==> src/rtl/dcirs_pkg.sv <==
package dcirs_pkg;

  // bus event codes carried by one input item
  typedef enum logic [2:0] {
    OP_ADDR_WRITE  = 3'd0,
    OP_BYTE_RX     = 3'd1,
    OP_STOP        = 3'd2,
    OP_ADDR_READ   = 3'd3,
    OP_BYTE_TX_ACK = 3'd4,
    OP_UPSTREAM    = 3'd5
  } op_e;

  // daisy-chain link state
  typedef enum logic [1:0] {
    CHAIN_INIT   = 2'd0,
    CHAIN_RESET  = 2'd1,
    CHAIN_ACTIVE = 2'd2
  } chain_e;

  // sequencer state of the top level
  typedef enum logic {
    ST_IDLE   = 1'b0,
    ST_COMMIT = 1'b1
  } fsm_e;

  // configuration register indexes
  localparam logic [1:0] CFG_MFR_CODE    = 2'd0;
  localparam logic [1:0] CFG_MODULE_TYPE = 2'd1;
  localparam logic [1:0] CFG_MODULE_VER  = 2'd2;

  // daisy register numbers
  localparam logic [2:0] DAISY_ADDRESS  = 3'd0;
  localparam logic [2:0] DAISY_VERSION  = 3'd2;
  localparam logic [2:0] DAISY_TYPE     = 3'd3;
  localparam logic [2:0] DAISY_MOD_VER  = 3'd4;
  localparam logic [2:0] DAISY_MFR_CODE = 3'd5;

  localparam logic [7:0] DEFAULT_ADDRESS = 8'h7F;
  localparam logic [7:0] CHAIN_VERSION   = 8'h04;
  // first register number that maps into the device store
  localparam logic [7:0] DEVICE_BASE     = 8'd8;

  // status of the store walk unit
  typedef struct packed {
    logic busy;
    logic done;
  } walk_status_t;

  function automatic logic [7:0] daisy_value(
    input logic [2:0] reg_num,
    input logic [7:0] own_addr,
    input logic [7:0] mod_type,
    input logic [7:0] mod_ver,
    input logic [7:0] mfr_code
  );
    logic [7:0] val;
    case (reg_num)
      DAISY_ADDRESS:  val = own_addr;
      DAISY_VERSION:  val = CHAIN_VERSION;
      DAISY_TYPE:     val = mod_type;
      DAISY_MOD_VER:  val = mod_ver;
      DAISY_MFR_CODE: val = mfr_code;
      default:        val = 8'h00;
    endcase
    return val;
  endfunction

endpackage

==> src/rtl/dcirs_store.sv <==
module dcirs_store #(
  parameter int RX_BUFFER_BYTES = 32,
  parameter int DEVICE_REGS     = 64
) (
  input  logic                                 clk_i,
  input  logic                                 rst_ni,
  input  logic                                 rx_we_i,
  input  logic [$clog2(RX_BUFFER_BYTES)-1:0]   rx_waddr_i,
  input  logic [7:0]                           rx_wdata_i,
  input  logic                                 start_i,
  input  logic [7:0]                           ptr_i,
  input  logic [$clog2(RX_BUFFER_BYTES+1)-1:0] count_i,
  output dcirs_pkg::walk_status_t              status_o
);
  import dcirs_pkg::*;

  localparam int AW = $clog2(RX_BUFFER_BYTES);
  localparam int CW = $clog2(RX_BUFFER_BYTES + 1);
  localparam int SW = (DEVICE_REGS > 1) ? $clog2(DEVICE_REGS) : 1;
  // destination index spans register number minus base plus buffer length
  localparam int DW = 9;

  logic [7:0]    rx_mem [RX_BUFFER_BYTES];
  logic [7:0]    dev_mem [DEVICE_REGS];

  logic          busy_q, busy_d;
  logic [CW-1:0] idx_q, idx_d;
  logic [CW-1:0] cnt_q, cnt_d;
  logic [DW-1:0] dst_q, dst_d;
  logic          rd_pend_q, rd_pend_d;
  logic [7:0]    rd_data_q;
  logic          issue;
  logic          done;
  logic          dev_we;

  // receive buffer write port
  always_ff @(posedge clk_i) begin
    if (rx_we_i) begin
      rx_mem[rx_waddr_i] <= rx_wdata_i;
    end
  end

  // receive buffer registered read, one byte per cycle
  always_ff @(posedge clk_i) begin
    if (issue) begin
      rd_data_q <= rx_mem[idx_q[AW-1:0]];
    end
  end

  // device store write, bytes past its end are dropped
  always_ff @(posedge clk_i) begin
    if (dev_we) begin
      dev_mem[dst_q[SW-1:0]] <= rd_data_q;
    end
  end

  // walk sequencer: byte 1 up to count-1 of the buffer
  always_comb begin
    busy_d    = busy_q;
    idx_d     = idx_q;
    cnt_d     = cnt_q;
    dst_d     = dst_q;
    issue     = busy_q && (idx_q < cnt_q);
    rd_pend_d = issue;
    dev_we    = rd_pend_q && (dst_q < DW'(DEVICE_REGS));
    done      = busy_q && !issue && !rd_pend_q;
    if (issue) begin
      idx_d = idx_q + CW'(1);
    end
    if (rd_pend_q) begin
      dst_d = dst_q + DW'(1);
    end
    if (done) begin
      busy_d = 1'b0;
    end
    if (start_i) begin
      busy_d    = 1'b1;
      idx_d     = CW'(1);
      cnt_d     = count_i;
      dst_d     = DW'(ptr_i - DEVICE_BASE);
      rd_pend_d = 1'b0;
    end
  end

  always_ff @(posedge clk_i or negedge rst_ni) begin
    if (!rst_ni) begin
      busy_q    <= 1'b0;
      idx_q     <= '0;
      cnt_q     <= '0;
      dst_q     <= '0;
      rd_pend_q <= 1'b0;
    end else begin
      busy_q    <= busy_d;
      idx_q     <= idx_d;
      cnt_q     <= cnt_d;
      dst_q     <= dst_d;
      rd_pend_q <= rd_pend_d;
    end
  end

  assign status_o.busy = busy_q;
  assign status_o.done = done;

endmodule

==> src/rtl/daisy_chain_i2c_register_slave_core.sv <==
// Daisy-chain I2C register slave core. Each input item is one slave bus event or
// upstream pin change and gives exactly one result item. Each item's result is held
// in an output register; the next item is taken as soon as that result is consumed.
// A stop that targets the device registers (register number 8 or more) starts a
// walk over the receive buffer that copies one byte per cycle into the device store
// through a single read port; no item is accepted until the walk ends.
// Configuration writes take effect at once and are never blocked.
module daisy_chain_i2c_register_slave_core #(
  parameter int RX_BUFFER_BYTES = 32,
  parameter int DEVICE_REGS     = 64
) (
  input  logic       clk_i,
  input  logic       rst_ni,
  // configuration write port
  input  logic       cfg_we_i,
  input  logic [1:0] cfg_index_i,
  input  logic [7:0] cfg_data_i,
  // input items
  input  logic       in_valid_i,
  output logic       in_ready_o,
  input  logic [2:0] op_i,
  input  logic [7:0] data_byte_i,
  input  logic       upstream_level_i,
  // result items
  output logic       out_valid_o,
  input  logic       out_ready_i,
  output logic       ack_o,
  output logic       tx_valid_o,
  output logic [7:0] tx_data_o,
  output logic       bus_enabled_o,
  output logic [6:0] slave_address_o,
  output logic       pullups_on_o,
  output logic       downstream_released_o,
  output logic       update_valid_o,
  output logic [5:0] update_count_o,
  output logic [1:0] link_state_o
);
  import dcirs_pkg::*;

  localparam int AW = $clog2(RX_BUFFER_BYTES);
  localparam int CW = $clog2(RX_BUFFER_BYTES + 1);

  // configuration registers
  logic [7:0]    mfr_code_q, mod_type_q, mod_ver_q;

  // link and bus state
  fsm_e          state_q, state_d;
  chain_e        chain_q, chain_d;
  logic [7:0]    own_q, own_d;
  logic          bus_on_q, bus_on_d;
  logic          pullups_q, pullups_d;
  logic          dfree_q, dfree_d;
  logic [CW-1:0] count_q, count_d;
  logic [7:0]    ptr_q, ptr_d;
  logic [7:0]    byte1_q, byte1_d;
  logic          read_done_q, read_done_d;

  // result register
  logic          out_valid_q, out_valid_d;
  logic          ack_q, ack_d;
  logic          txv_q, txv_d;
  logic [7:0]    txd_q, txd_d;
  logic          upd_q, upd_d;
  logic [5:0]    cnt_q, cnt_d;

  logic          accept;
  logic          rx_we;
  logic          walk_start;
  logic [7:0]    daisy_byte;
  walk_status_t  walk_st;

  assign in_ready_o = (state_q == ST_IDLE) && (!out_valid_q || out_ready_i);
  assign accept     = in_valid_i && in_ready_o;
  assign daisy_byte = (ptr_q < DEVICE_BASE)
                    ? daisy_value(ptr_q[2:0], own_q, mod_type_q, mod_ver_q, mfr_code_q)
                    : 8'h00;

  // receive buffer and device store walk
  dcirs_store #(
    .RX_BUFFER_BYTES(RX_BUFFER_BYTES),
    .DEVICE_REGS    (DEVICE_REGS)
  ) u_store (
    .clk_i     (clk_i),
    .rst_ni    (rst_ni),
    .rx_we_i   (rx_we),
    .rx_waddr_i(count_q[AW-1:0]),
    .rx_wdata_i(data_byte_i),
    .start_i   (walk_start),
    .ptr_i     (ptr_q),
    .count_i   (count_q),
    .status_o  (walk_st)
  );

  // configuration writes
  always_ff @(posedge clk_i or negedge rst_ni) begin
    if (!rst_ni) begin
      mfr_code_q <= '0;
      mod_type_q <= '0;
      mod_ver_q  <= '0;
    end else if (cfg_we_i) begin
      case (cfg_index_i)
        CFG_MFR_CODE:    mfr_code_q <= cfg_data_i;
        CFG_MODULE_TYPE: mod_type_q <= cfg_data_i;
        CFG_MODULE_VER:  mod_ver_q  <= cfg_data_i;
        default: ;
      endcase
    end
  end

  // event decode, next state and result
  always_comb begin
    state_d     = state_q;
    chain_d     = chain_q;
    own_d       = own_q;
    bus_on_d    = bus_on_q;
    pullups_d   = pullups_q;
    dfree_d     = dfree_q;
    count_d     = count_q;
    ptr_d       = ptr_q;
    byte1_d     = byte1_q;
    read_done_d = read_done_q;
    out_valid_d = out_valid_q && !out_ready_i;
    ack_d       = ack_q;
    txv_d       = txv_q;
    txd_d       = txd_q;
    upd_d       = upd_q;
    cnt_d       = cnt_q;
    rx_we       = 1'b0;
    walk_start  = 1'b0;

    // walk finished, show the stop result
    if (state_q == ST_COMMIT && walk_st.done) begin
      out_valid_d = 1'b1;
      state_d     = ST_IDLE;
    end

    if (accept) begin
      ack_d       = 1'b0;
      txv_d       = 1'b0;
      txd_d       = 8'h00;
      upd_d       = 1'b0;
      cnt_d       = '0;
      out_valid_d = 1'b1;
      if (bus_on_q && (op_i <= OP_BYTE_TX_ACK)) begin
        case (op_e'(op_i))
          OP_ADDR_WRITE: begin
            count_d = '0;
            ack_d   = 1'b1;
          end
          OP_BYTE_RX: begin
            if (count_q < CW'(RX_BUFFER_BYTES)) begin
              if (count_q == CW'(0)) begin
                ptr_d = data_byte_i;
              end
              if (count_q == CW'(1)) begin
                byte1_d = data_byte_i;
              end
              rx_we   = 1'b1;
              count_d = count_q + CW'(1);
              ack_d   = 1'b1;
            end
          end
          OP_STOP: begin
            ack_d = 1'b1;
            if (ptr_q >= DEVICE_BASE) begin
              walk_start  = 1'b1;
              state_d     = ST_COMMIT;
              out_valid_d = 1'b0;
              upd_d       = 1'b1;
              cnt_d       = 6'(count_q);
            end else if (ptr_q == 8'h00 && count_q == CW'(2)) begin
              own_d   = byte1_q;
              dfree_d = 1'b1;
            end
          end
          OP_ADDR_READ: begin
            txd_d       = daisy_byte;
            txv_d       = 1'b1;
            read_done_d = 1'b1;
          end
          OP_BYTE_TX_ACK: begin
            txd_d       = read_done_q ? 8'h00 : daisy_byte;
            txv_d       = 1'b1;
            read_done_d = 1'b1;
          end
          default: ;
        endcase
      end else if (op_i == OP_UPSTREAM) begin
        if (!upstream_level_i && chain_q != CHAIN_RESET) begin
          chain_d   = CHAIN_RESET;
          bus_on_d  = 1'b0;
          pullups_d = 1'b0;
          dfree_d   = 1'b0;
          own_d     = DEFAULT_ADDRESS;
        end else if (chain_q == CHAIN_RESET) begin
          chain_d   = CHAIN_ACTIVE;
          pullups_d = 1'b1;
          bus_on_d  = 1'b1;
        end
      end
    end
  end

  // state and result registers
  always_ff @(posedge clk_i or negedge rst_ni) begin
    if (!rst_ni) begin
      state_q     <= ST_IDLE;
      chain_q     <= CHAIN_INIT;
      own_q       <= DEFAULT_ADDRESS;
      bus_on_q    <= 1'b0;
      pullups_q   <= 1'b0;
      dfree_q     <= 1'b0;
      count_q     <= '0;
      ptr_q       <= '0;
      read_done_q <= 1'b0;
      out_valid_q <= 1'b0;
    end else begin
      state_q     <= state_d;
      chain_q     <= chain_d;
      own_q       <= own_d;
      bus_on_q    <= bus_on_d;
      pullups_q   <= pullups_d;
      dfree_q     <= dfree_d;
      count_q     <= count_d;
      ptr_q       <= ptr_d;
      read_done_q <= read_done_d;
      out_valid_q <= out_valid_d;
    end
  end

  // result payload and second received byte
  always_ff @(posedge clk_i) begin
    byte1_q <= byte1_d;
    ack_q   <= ack_d;
    txv_q   <= txv_d;
    txd_q   <= txd_d;
    upd_q   <= upd_d;
    cnt_q   <= cnt_d;
  end

  assign out_valid_o           = out_valid_q;
  assign ack_o                 = ack_q;
  assign tx_valid_o            = txv_q;
  assign tx_data_o             = txd_q;
  assign update_valid_o        = upd_q;
  assign update_count_o        = cnt_q;
  assign bus_enabled_o         = bus_on_q;
  assign slave_address_o       = own_q[6:0];
  assign pullups_on_o          = pullups_q;
  assign downstream_released_o = dfree_q;
  assign link_state_o          = chain_q;

  // checks
  a_walk_tracks_fsm: assert property (@(posedge clk_i) disable iff (!rst_ni)
    (state_q == ST_COMMIT) == walk_st.busy)
    else $error("store walk busy out of step with sequencer");

  a_no_accept_in_walk: assert property (@(posedge clk_i) disable iff (!rst_ni)
    (state_q == ST_COMMIT) |-> (!in_ready_o && !out_valid_q))
    else $error("item path open during store walk");

  a_bus_needs_pullups: assert property (@(posedge clk_i) disable iff (!rst_ni)
    bus_on_q |-> (pullups_q && chain_q == CHAIN_ACTIVE))
    else $error("bus enabled outside active link");

  a_release_when_active: assert property (@(posedge clk_i) disable iff (!rst_ni)
    dfree_q |-> (chain_q == CHAIN_ACTIVE))
    else $error("downstream released outside active link");

  a_count_bounded: assert property (@(posedge clk_i) disable iff (!rst_ni)
    count_q <= CW'(RX_BUFFER_BYTES))
    else $error("receive count past buffer size");

endmodule

==> config.mk <==
export PLATFORM = sky130hd
export DESIGN_NAME = daisy_chain_i2c_register_slave_core
export DESIGN_NICKNAME = d
export VERILOG_FILES = /design/src/rtl/dcirs_pkg.sv /design/src/rtl/dcirs_store.sv /design/src/rtl/daisy_chain_i2c_register_slave_core.sv
export SDC_FILE = /design/constraint.sdc
export NUM_CORES = 1
export LEC_CHECK = 0
export BUFFER_PORTS_ARGS = -buffer_cell sky130_fd_sc_hd__buf_2
export CORE_MARGIN = 2
export CORE_UTILIZATION = 41
export CTS_CLUSTER_DIAMETER = 60
export DETAILED_ROUTE_END_ITERATION = 6
export GPL_TIMING_DRIVEN = 0
export SETUP_SLACK_MARGIN = 0.15
export SLEW_MARGIN = 20
export SYNTH_ARGS = -nofsm -noshare
export SYNTH_HDL_FRONTEND = slang
export SYNTH_SLANG_ARGS = --single-unit
==> constraint.sdc <==
create_clock -name clk_i -period 2.6 [get_ports clk_i]
set_input_delay 0.52 -clock clk_i [delete_from_list [all_inputs] [get_ports clk_i]]
set_output_delay 0.52 -clock clk_i [all_outputs]
set_load 0.02 [all_outputs]
==> implementation parameters, run 1 <==
Parameter                              Value

STA
  Final critical-path required period ... 2.21 ns
  Ratio of final minimum period to clock period ... 0.852
  Maximum achievable frequency ... between 0.4 and 0.5 GHz
  Relative slew slack ... 0.522
  Pins Over Slew Limit ... 0
  Hold Slack ... between 0.05 and 0.06 ns
  Worst clock skew on the final layout ... ~0.011 ns
  Setup repair after global routing missed its margin ... no
  Transition at the pin with the smallest max-transition slack ... 0.713 ns
  Final setup violation count ... 0
  Setup TNS ... 0 ns
  Hold Vio Cnt, Final ... 0

Critical path
  Critical Path End Type ... register
  Register-to-Register Path Depth ... 7
  WP data required ... 2.91 ns
  Critical path launch point type ... register
  Type of the worst setup path ... register to register
  Worst-case register-to-register setup slack ... roughly 0.39 ns
  FF-to-FF Start ... out_valid_o
  WP data arrival ... 2.52 ns
  Maximum fanout encountered on the critical timing path ... 21
  Reg-to-reg critical path endpoint ... u_store.idx_q[3]

CTS
  Root cell of the clock tree ... clkbuf_8
  TritonCTS clock tree ... done
  Number of buffers inserted by post-CTS setup repair ... 0
  Later-pin clock latency in the skew report ... 0.37 ns
  Clk buf depth ... 2
  CTS clk-pin slew, worst paths ... about 0.09 ns
  Htree depth ... 3
  Num Clock Sinks ... 91
  TritonCTS Buffers ... 9
  Cts-stage hold buffer count ... 0
  Number of cells upsized or downsized after cts ... 1

Synthesis
  Synth Register Bits ... 91
  Top cells by count, synth ... dfrtp_1 (59), mux2_2 (28), nor2_1 (28)
  Sequential area share after synthesis ... 0.569
  Top post-synthesis cells by area ... dfrtp_1 (35%), edfxtp_1 (18%), mux2_2 (7.4%), dfstp_2 (4.3%), mux2i_1 (3.5%)
  Most used standard cell by instance count after synthesis ... dfrtp_1
  Area share of the largest cell type after synthesis ... 0.348
  Distinct cells, synth ... 50
  Cell count after synthesis ... 350
  Count of flip-flops with a built-in enable after synthesis ... 25
  Library cell occupying the most area in the post-synthesis netlist ... dfrtp_1
  Mapped Nets ... about 390
  Ys async rst share ... 0.725
  Post-synthesis area per instance ... ~12 sq um
  Area of the mapped netlist ... 4240 sq um
  Warning count from the yosys run ... 0
  Most used DFF post-synth ... dfrtp_1

Place
  Total instance count after detailed placement ... 543
  Post-placement cell area ... 4720 sq um
  Half-perimeter wire length after detailed placement ... about 6.2 mm
  Routability congestion estimate from global placement ... 0.750
  Quantity of I/O buffers inserted on ports ... 56

Route
  Number of detailed-route iterations in the first pass ... 4
  Drt drc ... 0
  Sum of routed wire length over all layers ... 8.63 mm
  Number of DRC violations after detailed-routing iteration 0 ... slightly above 100
  Routed wirelength normalized by instance count ... 15.4 microns
  Antenna-violating nets left ... 0
  Avg Vias per Cell ... around 5
  Vias ... between 2000 and 3000

Hold path
  HP Class ... primary input to async pin

Floorplanning
  I/O pin count ... 58
  Die Outline Area ... around 11000 sq um
  Floorplan die height ... ~110 microns
  Placeable core region ... around 10000 sq um
  Std cell rows ... 37
  Initial core utilization ... 0.416
  Width of the chip ... around 110 microns

Pwr
  Overall power after layout ... around 0.0046 W
  Pwr dens ... just over 900 nW/um^2
  Leakage power total ... between 2 and 2.5 nW
  Maximum VDD drop ... roughly 0.31 mV

Finish
  Layout filler cell count ... 965
  Ant diodes ... 0
  Design area ... ~4900 sq um
  Fraction of final layout cells sized beyond drive strength 1 ... 0.303
  Nets@finish ... roughly 460
  Post-route non-filler standard cell count ... about 560
  Layout Area Growth over Synthesis ... 15.9%

Run
  Number of maximum-capacitance violations ... 0

Global route
  Vias in the first global route ... approximately 2900
  Number of antenna violations at the first check in global routing ... 0
  Overall track demand over capacity in global routing ... 0.167
  Global-route wire length before repair ... ~14 mm
  Largest net degree at the start of global routing ... 45
  GR Overflow Total ... 0

Outcome
  Outcome ... finished, final reports clean
-- stage by stage --
step	setup slack, ns	util
after floorplan	0.469	-
after global placement	-0.134	0.460
after detailed placement	-0.167	0.463
after CTS	0.341	0.482
after global routing	0.176	0.482
final	0.386	0.482
-- cells by family after synthesis --
group	after synthesis	synth area share
AO/OA/AOI/OAI	51	0.0827
XOR/XNOR	2	0.00414
adder cells (fa/ha/maj)	10	0.0295
buffers and inverters	37	0.0437
flip-flops	91	0.569
multiplexers	50	0.128
AND/OR/NAND/NOR	109	0.142
-- worst max-delay path, stage by stage, from the launching register on --
cell        delay (ns)
dfrtp_1           0.34
nand2b_1          0.11
nand3_1           0.21
clkinvlp_4        0.47
and4_4            0.32
buf_6             0.13
or4_1             0.50
nand2_1           0.08
-- power breakdown --
part	switching, W	internal (W)
Clock	0.000501	0.000441
Combinational	0.000895	0.000683
Sequential	0.000223	0.00185
-- worst max-delay path by stage --
stage                      startpoint               end  depth (start not counted)
final                     out_valid_o  u_store.idx_q[3]                          7
after global routing      out_valid_o  u_store.idx_q[3]                          7
after global placement    out_ready_i        count_q[4]                          7
after floorplan           out_ready_i        count_q[4]                          6
after CTS                 out_valid_o  u_store.idx_q[3]                          7
after detailed placement  out_ready_i        count_q[4]                          7
-- cell type report --
class                      count  area, sq um  share of cell area
sequential                    91         2410               0.491
multi-input combinational    222         1640               0.334
timing repair buffer          57          310              0.0632
tap                          136          170              0.0346
clock buffer                   9          124              0.0252
buffer                        18          114              0.0232
inverter                      19         75.1              0.0153
clock inverter                 7         67.6              0.0138
-- sequential cells by signal, indices dropped and copies added (netlist names), 2 cells and up --
signal	flops
byte1_q	8
count_q	6
link_state_o	2
mfr_code_q	8
mod_type_q	8
mod_ver_q	8
own_q	8
ptr_q	8
tx_data_o	8
u_store.cnt_q	6
u_store.idx_q	6
update_count_o	6
-- cell usage in the layout (no fill, tap or decap), types with 4 or more instances in the layout --
master     n
nor2_1    28
nand3_1   10
nor2b_1    5
inv_1     18
a21oi_1    4
dfrtp_1   59
nand4_1    5
mux2_2    28
edfxtp_1  25
nand2_1   21
o22a_1     7
buf_4     10
mux2i_1   15
buf_2     59
and2_1     5
o21ai_1   11
mux2_1     7
dfstp_2    7
a22oi_1    8
and3_1     6
ha_1      10
clkbuf_1   4
nand2b_1   5
clkbuf_8   9
-- per-layer routing --
metal  track usage  up-vias  share of wire
li1              -     1396              -
met2         0.256       42           0.46
met4        0.0695        0          0.017
met3        0.0334       11          0.034
met5             0        -              0
met1         0.231     1389           0.48
Power figures use the tool's default switching activity.
==> run 2: changes to the inputs <==
CORE_ASPECT_RATIO = 0.75   (was not set)
clock period = 2.1 ns   (was 2.6 ns; I/O delays follow)
==> run 2 against run 1 <==
First-iteration DRC count is 96% higher. Flip-flop and latch count stayed put. Core utilization is 2.5 points higher. Wire length is 5.7% higher. Global-route usage is 0.69 points higher. Critical path type unchanged. Largest cell class unchanged. Largest power group unchanged.
==> implementation parameters, run 2 (synthesis gave the netlist of run 1 again) <==
Parameter                              Value

Outcome
  Outcome ... finished, final reports clean

CTS
  Root cell of the clock tree ... clkbuf_16
  CTS clk-pin slew, worst paths ... 0.07 ns (-0.02 ns)
  TritonCTS clock tree ... done
  Clk buf depth ... 2 (unchanged)
  Later-pin clock latency in the skew report ... 0.34 ns (-0.03 ns)
  TritonCTS Buffers ... 9 (unchanged)
  Htree depth ... 3 (unchanged)
  Num Clock Sinks ... 91 (unchanged)

Critical path
  Worst path max stage delay ... 0.49 ns (about the same)
  Worst-case register-to-register setup slack ... 0.25 ns (-0.14 ns)
  Critical path launch point type ... register
  Cells traversed along the worst timing path ... inv_1 > ha_1 > nor2b_1 > nand4_1 > or3_1 > nand2_4 > mux2i_1
  FF-to-FF Start ... count_q[0]
  Reg-to-reg critical path endpoint ... own_q[0]
  CP max stage cell ... dfrtp_1
  Register-to-Register Path Depth ... 7 (unchanged)
  Critical Path End Type ... register
  WP data required ... 2.36 ns (-0.55 ns)
  Type of the worst setup path ... register to register
  WP data arrival ... 2.11 ns (-0.41 ns)
  Maximum fanout encountered on the critical timing path ... 8 (-62%)

Route
  Number of detailed-route iterations in the first pass ... 4 (unchanged)
  Antenna-violating nets left ... 0 (unchanged)
  Vias ... 2944 (+3.7%)
  Drt drc ... 0 (unchanged)
  Detailed-routed wire length on met2 ... 3.85 mm (-4.1%)
  Number of DRC violations after detailed-routing iteration 0 ... 200 (+96%)
  Avg Vias per Cell ... 5.17 (+1.9%)
  Routed wirelength normalized by instance count ... 16.0 microns (+3.8%)
  Sum of routed wire length over all layers ... 9.12 mm (+5.7%)
  Detailed-routing wirelength on met1 ... 4.70 mm (+12%)
  WL met3 ... 388 microns (+33%)
  Uppermost layer routed ... met4

Pwr
  Share of total power in sequential cells ... 0.410 (-0.041)
  Combinational share of power ... 0.348 (+0.004)
  Leakage power total ... 2.29 nW (+4.8%)
  Pwr dens ... 1220 nW/um^2 (+30%)
  Maximum VDD drop ... 0.465 mV (+50%)
  Clock share of power ... 0.241 (+0.036)
  Switching Power ... 0.00223 W (+38%)
  Cell-internal power ... 0.00407 W (+37%)
  Switching share of total power ... 0.354 (+0.00133)

Place
  Total instance count after detailed placement ... 543 (unchanged)
  Half-perimeter wire length after detailed placement ... 6.35 mm (+1.8%)
  Post-placement cell area ... 4740 sq um (+0.53%)
  Routability congestion estimate from global placement ... 0.805 (+7.3%)
  Quantity of I/O buffers inserted on ports ... 56 (unchanged)
  Dpl ws ... -0.243 ns (-0.0764 ns)

Global route
  GR Overflow Total ... 0 (unchanged)
  Overall track demand over capacity in global routing ... 0.174 (+0.00694)
  Largest net degree at the start of global routing ... 54 (+20%)
  Number of antenna violations at the first check in global routing ... 0 (unchanged)
  Global-route wire length before repair ... 14.9 mm (+3.0%)
  Vias in the first global route ... 2874 (-1.3%)

Floorplanning
  Initial core utilization ... 0.417 (+0.000614)
  Width of the chip ... 121 microns (+15%)
  Std cell rows ... 32 (-14%)
  I/O pin count ... 58 (unchanged)
  Die Outline Area ... 11200 sq um (about the same)
  Floorplan die height ... 92.0 microns (-13%)
  Placeable core region ... 10200 sq um (-0.15%)

Finish
  Most used cells in the layout excluding fill and tap cells ... buf_2 (59), dfrtp_1 (58), mux2_2 (28)
  Design area ... 5160 sq um (+5.1%)
  Post-route non-filler standard cell count ... 569 (+1.8%)
  Ant diodes ... 0 (unchanged)
  Most frequent standard cell in the layout excluding fill and tap cells ... buf_2
  Fraction of final layout cells sized beyond drive strength 1 ... 0.356 (+0.0531)
  Layout filler cell count ... 904 (-6.3%)
  Layout Area Growth over Synthesis ... 21.9%
  Nets@finish ... 465 (+2.2%)

Run
  Number of maximum-capacitance violations ... 0 (unchanged)

Hold path
  Startpoint of the most critical hold path ... data_byte_i[7]
  Worst hold path endpoint ... byte1_q[7]
  Number of cells on the worst hold path ... 1
  HP Class ... primary input to register

STA
  Setup repair after global routing missed its margin ... yes
  Final setup violation count ... 0 (unchanged)
  Maximum achievable frequency ... 0.540 GHz (+20%)
  Worst clock skew on the final layout ... 0.00724 ns (-0.00352 ns)
  Hold Vio Cnt, Final ... 0 (unchanged)
  Ratio of final minimum period to clock period ... 0.881 (+0.0295)
  Setup ws final ... 0.250 ns (-0.136 ns)
  Pins Over Slew Limit ... 0 (unchanged)
  Final critical-path required period ... 1.85 ns (-0.364 ns)
  Relative slew slack ... 0.500 (-0.0223)
  Transition at the pin with the smallest max-transition slack ... 0.747 ns (+0.0334 ns)
[run 2: area by class of cell]
class                      instances  area [sq um]  area share
multi-input combinational        222          1730       0.335
sequential                        91          2410       0.467
timing repair inverter             1          5.00    0.000969
timing repair buffer              66           380      0.0737
clock inverter                     6          47.5     0.00921
clock buffer                      10           229      0.0443
buffer                            18           116      0.0225
inverter                          19          75.1      0.0145
tap                              136           170      0.0330
[run 2: stage by stage]
step / power (W) / hold WS [ns] / utilization / TNS (ns)
after floorplan: 0.00401 / 0.124 / - / 0
after global placement: 0.00453 / 0.442 / 0.463 / -0.981
after detailed placement: 0.00459 / 0.293 / 0.466 / -2.05
after CTS: 0.00615 / 0.264 / 0.496 / 0
after global routing: 0.00668 / 0.261 / 0.508 / 0
final: 0.00629 / 0.274 / 0.508 / 0
[run 2: power by group through the flow]
stage | Clock, W | Sequential, W | Combinational [W]
floorplan | 0 | 0.00263 | 0.00138
CTS | 0.00154 | 0.00258 | 0.00203
global route | 0.00162 | 0.00263 | 0.00242
finish | 0.00152 | 0.00258 | 0.00219
global placement | 0 | 0.00259 | 0.00194
detailed placement | 0 | 0.00261 | 0.00198
[run 2: worst max-delay path: cells and delay by family, from the launching register on]
family / cells / cell delay, ns
and+or+nand+nor: 4 / 0.80
adders and majority gates: 1 / 0.14
buffers and inverters: 1 / 0.13
muxes: 1 / 0.22
DFF: 1 / 0.49
[run 2: worst max-delay path by stage]
stage,start,endpoint,depth (start not counted)
floorplan,out_ready_i,u_store.idx_q[3],7
global placement,out_ready_i,u_store.idx_q[3],8
detailed placement,out_ready_i,u_store.idx_q[3],8
CTS,ptr_q[0],own_q[2],6
global route,ptr_q[6],own_q[0],6
finish,count_q[0],own_q[0],7
[run 2: layer usage]
metal	vias to the layer above	track usage
li1	1411	-
met1	1450	0.256
met2	68	0.248
met3	15	0.0491
met4	0	0.0546
met5	-	0
[run 2: what timing repair did]
action / CTS / global route
resized for setup: 3 / 16
endpoints found under the setup margin: 21 / 37
hold endpoints to repair: 12 / 0
buffers inserted: 0 / 8
hold buffers: 1 / 0
gates cloned: 1 / 0
pin swaps: 0 / 2
